===== src/hdl/bpeo_pkg.sv =====
// Package for the bipartite edge orientation block.
// Holds field widths, status codes, datapath operation codes and the
// controller/datapath interface structs. Depends on nothing.
`default_nettype none

package bpeo_pkg;

    localparam int NODE_W        = 11;
    localparam int STATUS_W      = 2;
    localparam int WORD_BITS     = 64;
    localparam int BITCNT_W      = 7;
    localparam int DEF_MAX_NODES = 1024;
    localparam int DEF_MAX_EDGES = 2048;

    localparam logic [NODE_W-1:0] NODE_COUNT_RST = 11'd2;

    localparam logic [STATUS_W-1:0] ST_OK  = 2'd0;
    localparam logic [STATUS_W-1:0] ST_ODD = 2'd1;
    localparam logic [STATUS_W-1:0] ST_ERR = 2'd2;

    localparam int OP_W = 5;
    localparam logic [OP_W-1:0] OP_LOAD   = 5'd0;
    localparam logic [OP_W-1:0] OP_CHECK  = 5'd1;
    localparam logic [OP_W-1:0] OP_CLEAR  = 5'd2;
    localparam logic [OP_W-1:0] OP_E_RD   = 5'd3;
    localparam logic [OP_W-1:0] OP_E_A    = 5'd4;
    localparam logic [OP_W-1:0] OP_E_AW   = 5'd5;
    localparam logic [OP_W-1:0] OP_E_B    = 5'd6;
    localparam logic [OP_W-1:0] OP_E_BW   = 5'd7;
    localparam logic [OP_W-1:0] OP_PFX_RD = 5'd8;
    localparam logic [OP_W-1:0] OP_PFX_WR = 5'd9;
    localparam logic [OP_W-1:0] OP_W_INIT = 5'd10;
    localparam logic [OP_W-1:0] OP_W_POP  = 5'd11;
    localparam logic [OP_W-1:0] OP_W_U    = 5'd12;
    localparam logic [OP_W-1:0] OP_W_LO   = 5'd13;
    localparam logic [OP_W-1:0] OP_W_HI   = 5'd14;
    localparam logic [OP_W-1:0] OP_W_UC   = 5'd15;
    localparam logic [OP_W-1:0] OP_W_NB   = 5'd16;
    localparam logic [OP_W-1:0] OP_W_V    = 5'd17;
    localparam logic [OP_W-1:0] OP_W_VS   = 5'd18;
    localparam logic [OP_W-1:0] OP_O_RD   = 5'd19;
    localparam logic [OP_W-1:0] OP_O_A    = 5'd20;
    localparam logic [OP_W-1:0] OP_O_BIT  = 5'd21;
    localparam logic [OP_W-1:0] OP_OUT    = 5'd22;

    typedef struct packed {
        logic [OP_W-1:0] op;
        logic            fill;
        logic            take;
        logic            give;
    } cmd_t;

    typedef struct packed {
        logic err;
        logic clr_end;
        logic pfx_end;
        logic ei_last;
        logic sp_zero;
        logic k_end;
        logic v_clash;
        logic word_end;
        logic out_last;
    } stat_t;

endpackage

`default_nettype wire


===== src/hdl/bpeo_ctrl.sv =====
// Controller state machine: sequences loading, list building, the
// depth-first walk and result output. Depends on bpeo_pkg.
`default_nettype none

module bpeo_ctrl (
    input  wire logic             clk,
    input  wire logic             rst_n,
    input  wire logic             in_tvalid,
    input  wire logic             in_last,
    output logic                  in_tready,
    output logic                  out_tvalid,
    input  wire logic             out_tready,
    input  wire bpeo_pkg::stat_t  stat,
    output bpeo_pkg::cmd_t        cmd
);

    localparam logic [bpeo_pkg::OP_W-1:0] S_LOAD   = bpeo_pkg::OP_LOAD;
    localparam logic [bpeo_pkg::OP_W-1:0] S_CHECK  = bpeo_pkg::OP_CHECK;
    localparam logic [bpeo_pkg::OP_W-1:0] S_CLEAR  = bpeo_pkg::OP_CLEAR;
    localparam logic [bpeo_pkg::OP_W-1:0] S_E_RD   = bpeo_pkg::OP_E_RD;
    localparam logic [bpeo_pkg::OP_W-1:0] S_E_A    = bpeo_pkg::OP_E_A;
    localparam logic [bpeo_pkg::OP_W-1:0] S_E_AW   = bpeo_pkg::OP_E_AW;
    localparam logic [bpeo_pkg::OP_W-1:0] S_E_B    = bpeo_pkg::OP_E_B;
    localparam logic [bpeo_pkg::OP_W-1:0] S_E_BW   = bpeo_pkg::OP_E_BW;
    localparam logic [bpeo_pkg::OP_W-1:0] S_PFX_RD = bpeo_pkg::OP_PFX_RD;
    localparam logic [bpeo_pkg::OP_W-1:0] S_PFX_WR = bpeo_pkg::OP_PFX_WR;
    localparam logic [bpeo_pkg::OP_W-1:0] S_W_INIT = bpeo_pkg::OP_W_INIT;
    localparam logic [bpeo_pkg::OP_W-1:0] S_W_POP  = bpeo_pkg::OP_W_POP;
    localparam logic [bpeo_pkg::OP_W-1:0] S_W_U    = bpeo_pkg::OP_W_U;
    localparam logic [bpeo_pkg::OP_W-1:0] S_W_LO   = bpeo_pkg::OP_W_LO;
    localparam logic [bpeo_pkg::OP_W-1:0] S_W_HI   = bpeo_pkg::OP_W_HI;
    localparam logic [bpeo_pkg::OP_W-1:0] S_W_UC   = bpeo_pkg::OP_W_UC;
    localparam logic [bpeo_pkg::OP_W-1:0] S_W_NB   = bpeo_pkg::OP_W_NB;
    localparam logic [bpeo_pkg::OP_W-1:0] S_W_V    = bpeo_pkg::OP_W_V;
    localparam logic [bpeo_pkg::OP_W-1:0] S_W_VS   = bpeo_pkg::OP_W_VS;
    localparam logic [bpeo_pkg::OP_W-1:0] S_O_RD   = bpeo_pkg::OP_O_RD;
    localparam logic [bpeo_pkg::OP_W-1:0] S_O_A    = bpeo_pkg::OP_O_A;
    localparam logic [bpeo_pkg::OP_W-1:0] S_O_BIT  = bpeo_pkg::OP_O_BIT;
    localparam logic [bpeo_pkg::OP_W-1:0] S_OUT    = bpeo_pkg::OP_OUT;

    logic [bpeo_pkg::OP_W-1:0] state_reg;
    logic [bpeo_pkg::OP_W-1:0] state_next;
    logic                      fill_reg;
    logic                      fill_next;
    logic                      take;
    logic                      give;

    assign in_tready  = (state_reg == S_LOAD);
    assign out_tvalid = (state_reg == S_OUT);
    assign take       = in_tvalid && in_tready;
    assign give       = out_tvalid && out_tready;

    always_comb
    begin
        state_next = state_reg;
        fill_next  = fill_reg;
        unique case (state_reg)
            S_LOAD:   state_next = (take && in_last) ? S_CHECK : S_LOAD;
            S_CHECK:
            begin
                fill_next  = 1'b0;
                state_next = stat.err ? S_OUT : S_CLEAR;
            end
            S_CLEAR:  state_next = stat.clr_end ? S_E_RD : S_CLEAR;
            S_E_RD:   state_next = S_E_A;
            S_E_A:    state_next = S_E_AW;
            S_E_AW:   state_next = S_E_B;
            S_E_B:    state_next = S_E_BW;
            S_E_BW:
            begin
                if (stat.ei_last)
                begin
                    state_next = fill_reg ? S_W_INIT : S_PFX_RD;
                end
                else
                begin
                    state_next = S_E_RD;
                end
            end
            S_PFX_RD: state_next = S_PFX_WR;
            S_PFX_WR:
            begin
                if (stat.pfx_end)
                begin
                    fill_next  = 1'b1;
                    state_next = S_E_RD;
                end
                else
                begin
                    state_next = S_PFX_RD;
                end
            end
            S_W_INIT: state_next = S_W_POP;
            S_W_POP:  state_next = stat.sp_zero ? S_O_RD : S_W_U;
            S_W_U:    state_next = S_W_LO;
            S_W_LO:   state_next = S_W_HI;
            S_W_HI:   state_next = S_W_UC;
            S_W_UC:   state_next = S_W_NB;
            S_W_NB:   state_next = stat.k_end ? S_W_POP : S_W_V;
            S_W_V:    state_next = S_W_VS;
            S_W_VS:   state_next = stat.v_clash ? S_OUT : S_W_NB;
            S_O_RD:   state_next = S_O_A;
            S_O_A:    state_next = S_O_BIT;
            S_O_BIT:  state_next = stat.word_end ? S_OUT : S_O_RD;
            S_OUT:
            begin
                if (give)
                begin
                    state_next = stat.out_last ? S_LOAD : S_O_RD;
                end
            end
            default:  state_next = S_LOAD;
        endcase
    end

    always_ff @(posedge clk or negedge rst_n)
    begin
        if (!rst_n)
        begin
            state_reg <= S_LOAD;
            fill_reg  <= 1'b0;
        end
        else
        begin
            state_reg <= state_next;
            fill_reg  <= fill_next;
        end
    end

    assign cmd.op   = state_reg;
    assign cmd.fill = fill_reg;
    assign cmd.take = take;
    assign cmd.give = give;

    a_no_overlap: assert property (@(posedge clk) disable iff (!rst_n)
        !(in_tready && out_tvalid))
        else $error("Input and output handshakes open at once.");

    a_last_starts: assert property (@(posedge clk) disable iff (!rst_n)
        take && in_last |=> state_reg == S_CHECK)
        else $error("Last edge did not start the build.");

    a_more_words: assert property (@(posedge clk) disable iff (!rst_n)
        give && !stat.out_last |=> state_reg == S_O_RD)
        else $error("Answer ended before its last word.");

    a_clash_reports: assert property (@(posedge clk) disable iff (!rst_n)
        state_reg == S_W_VS && stat.v_clash |=> out_tvalid && stat.out_last)
        else $error("Odd cycle did not produce a final result.");

endmodule

`default_nettype wire


===== config.mk =====
export PLATFORM = sky130hd
export DESIGN_NAME = bpeo_ctrl
export DESIGN_NICKNAME = d
export VERILOG_FILES = /design/src/hdl/bpeo_pkg.sv /design/src/hdl/bpeo_ctrl.sv
export SDC_FILE = /design/constraint.sdc
export NUM_CORES = 1
export LEC_CHECK = 0
export BUFFER_PORTS_ARGS = -buffer_cell sky130_fd_sc_hd__buf_4
export CAP_MARGIN = 30
export CORE_UTILIZATION = 52
export DETAILED_ROUTE_END_ITERATION = 8
export PLACE_DENSITY = 0.91
export SYNTH_ARGS = -nofsm -noshare
export SYNTH_HDL_FRONTEND = slang
export SYNTH_SLANG_ARGS = --single-unit

===== constraint.sdc =====
create_clock -name clk -period 2.92 [get_ports clk]
set_clock_uncertainty 0.15 [all_clocks]
set_input_delay 0.292 -clock clk [delete_from_list [all_inputs] [get_ports clk]]
set_output_delay 0.292 -clock clk [all_outputs]
set_load 0.05 [all_outputs]

==> flow_metrics.env <==
export IMPL_ios=24
export IMPL_slew_headroom_pct=60.0
export IMPL_chipWidth_um=38.2
export IMPL_drtPass1Iterations=4
export IMPL_path_clk_slew_ns=0.05
export IMPL_async_flop_share_pct=100
export IMPL_finalHoldViolations=0
export IMPL_start_kind="flop"
export IMPL_antenna_cells=0
export IMPL_synth_common_cells="nand2_1 (7), a21oi_1 (6), buf_2 (6), dfrtp_1 (6), o21ai_1 (5)"
export IMPL_yosysTopAreaCell="dfrtp_1"
export IMPL_avgSynthCellArea_um2=7.84
export IMPL_cp_slowest_cell="dfrtp_1"
export IMPL_yosys_warnings=0
export IMPL_portBuffers=23
export IMPL_synth_top_area_share_pct=22.0
export IMPL_grt_usage_pct=27.5
export IMPL_post_place_ws_ns=0.871
export IMPL_crit_arrival_ns=1.88
export IMPL_max_stage_delay_ns=0.59
export IMPL_met2_usage_pct=43.2
export IMPL_core_rowCount=12
export IMPL_globalplace_congestion=0.895
export IMPL_drive_gt1_share_pct=31.4
export IMPL_peakVddDrop_v=0.000792
export IMPL_ys_ff_latch=6
export IMPL_status="completed"
export IMPL_hold_path_startpoint="stat[6]"
export IMPL_fin_setup_tns_ns=0
export IMPL_clock_latency_ns=0.25
export IMPL_drt_iter0_drc=29
export IMPL_numClockSinks=6
export IMPL_netlist_top_cells_area="dfrtp_1 (22%), a21oi_1 (4.4%), buf_2 (4.4%), buf_4 (4.4%), nand2_1 (3.9%)"
export IMPL_hold_slack_ns=0.192
export IMPL_hold_depth=3
export IMPL_syn_nets=101
export IMPL_antenna_found_initial=0
export IMPL_core_um2=1160
export IMPL_p_leak_nw=0.396
export IMPL_nNetsFinal=121
export IMPL_endpoint_kind="output port"
export IMPL_fillCellCount=98
export IMPL_viasPerCell=6.11
export IMPL_p_clk_share_pct=7.7
export IMPL_fin_crit_sh_pct=79.6
export IMPL_area_delta_synth_final_pct=24.4
export IMPL_die_h_um=38.2
export IMPL_timing_rr_start="state_reg[0]$_DFFE_PN0P_"
export IMPL_synthDistinctLibCells=39
export IMPL_cts_buffers=3
export IMPL_clk_path_buf_depth=2
export IMPL_start_util_pct=59.0
export IMPL_htreeDepth=1
export IMPL_ctsHoldBuffers=1
export IMPL_postCtsSetupBuffers=0
export IMPL_synth_area_um2=682
export IMPL_largest_register_ffs=5
export IMPL_route_detailed_drc=0
export IMPL_cp_cell_sequence="or4_1 -> nor2_2 -> and2_1 -> buf_4"
export IMPL_cp_max_fo=21
export IMPL_grt_first_pass_wirelength_um=2750
export IMPL_ys_flop_type="dfrtp_1"
export IMPL_syn_inst=87
export IMPL_finalWorstSetupSlack_ns=0.594
export IMPL_synth_edff_count=0
export IMPL_cts_tree="done"
export IMPL_synth_most_common_cell="nand2_1"
export IMPL_grtUsageMet1_pct=36.8
export IMPL_maxSlewViolCount=0
export IMPL_cts_resized=0
export IMPL_tightest_slew_ns=0.600
export IMPL_die_area_um2=1460
export IMPL_ff2ff_path_depth=4
export IMPL_switching_power_uw=564
export IMPL_cts_root_buf="clkbuf_4"
export IMPL_grt_busiest_layer="met2"
export IMPL_use_met3_pct=6.98
export IMPL_grt_max_degree=26
export IMPL_grt_ovfl_total=0
export IMPL_crit_required_ns=2.48
export IMPL_grt_pass1_vias=614
export IMPL_crit_type="reg2out"
export IMPL_power_frac_comb_pct=69.1
export IMPL_power_frac_seq_pct=23.1
export IMPL_wl_per_cell_um=14.3
export IMPL_power_share_switching_pct=56.4
export IMPL_worstHoldPathType="in2reg"
export IMPL_place_hpwl_um=1220
export IMPL_period_minus_slack_ns=2.33
export IMPL_drv_cap=0
export IMPL_via_count=727
export IMPL_seq_area_frac_synth_pct=22.0
export IMPL_r2r_setup_slack_ns=0.96
export IMPL_power_density_nw_per_um2=1180
export IMPL_max_freq_mhz=430
export IMPL_final_antenna_net_count=0
export IMPL_rsz0062_at_grt="false"
export IMPL_setup_viol=0
export IMPL_worstSetupStartpoint="state_reg[0]$_DFFE_PN0P_"
export IMPL_drt_total_wl_um=1710
export IMPL_intPower_uw=437
layout by cell type, fill, tap and decap left out, types with 2 or more instances in the layout:
cell,synthesis,final
or4_1,2,2
nor3b_1,3,3
inv_2,3,3
o211a_1,2,2
and3b_1,3,3
nor2_1,2,2
nor4bb_1,2,2
nand3_1,2,2
clkbuf_4,0,3
o21ai_1,5,5
nor2b_1,4,4
o21ai_0,2,2
a21oi_1,6,6
buf_4,4,25
a31oi_1,2,2
o211ai_1,3,3
dfrtp_1,6,6
o2111ai_1,3,3
nand2_1,7,7
cell type report:
cell class / instances / area (µm²) / share of cell area (%)
clock buffer: 3 / 22.5 / 2.65
sequential: 6 / 150 / 17.7
inverter: 4 / 15.0 / 1.77
multi-input combinational: 66 / 445 / 52.5
timing repair buffer: 26 / 198 / 23.3
tap: 14 / 17.5 / 2.06
metrics by stage:
step                power [mW]  area (µm²)  instances  utilization [%]
floorplan                0.779         682         87                -
global placement         0.903         816        115             70.6
detailed placement       0.916         816        115             70.6
CTS                      0.997         848        119             73.4
global route              1.07         848        119             73.4
finish                    1.00         848        119             73.4
routing by layer:
layer | routed length (µm) | up-vias
met1 | 782 | 324
li1 | - | 368
met2 | 803 | 35
met4 | 0 | 0
met5 | 0 | -
met3 | 119 | 0
worst max-delay path, delay by kind of cell, from the launching register on:
family | cells | cell delay, ns
AND/OR/NAND/NOR | 3 | 0.85
buffers and inverters | 1 | 0.19
flip-flops | 1 | 0.59
kinds of logic after synthesis:
logic type,Yosys count,synth area share (%)
buffers and inverters,15,12.7
xor gates and xnor gates,1,1.28
AOI/OAI and AO/OA,30,29.7
and+or+nand+nor,35,34.3
DFF,6,22.0
final timing paths:
path | end
min in group asynchronous | state_reg[0]$_DFFE_PN0P_
max in group asynchronous | fill_reg$_DFFE_PN0P_
worst max-delay path | cmd[1]
worst max register to register | state_reg[4]$_DFFE_PN0P_
worst min register to register | fill_reg$_DFFE_PN0P_
worst min-delay path | fill_reg$_DFFE_PN0P_
power by group through the flow:
stage | clock network (mW) | logic, mW | registers (mW)
2_1_floorplan | 0 | 0.508 | 0.271
3_3_place_gp | 0 | 0.675 | 0.228
3_5_place_dp | 0 | 0.686 | 0.230
4_1_cts | 0.0793 | 0.689 | 0.229
5_1_grt | 0.0829 | 0.741 | 0.245
6_report | 0.0773 | 0.692 | 0.232
No activity file was read; power rests on OpenSTA's default activity.
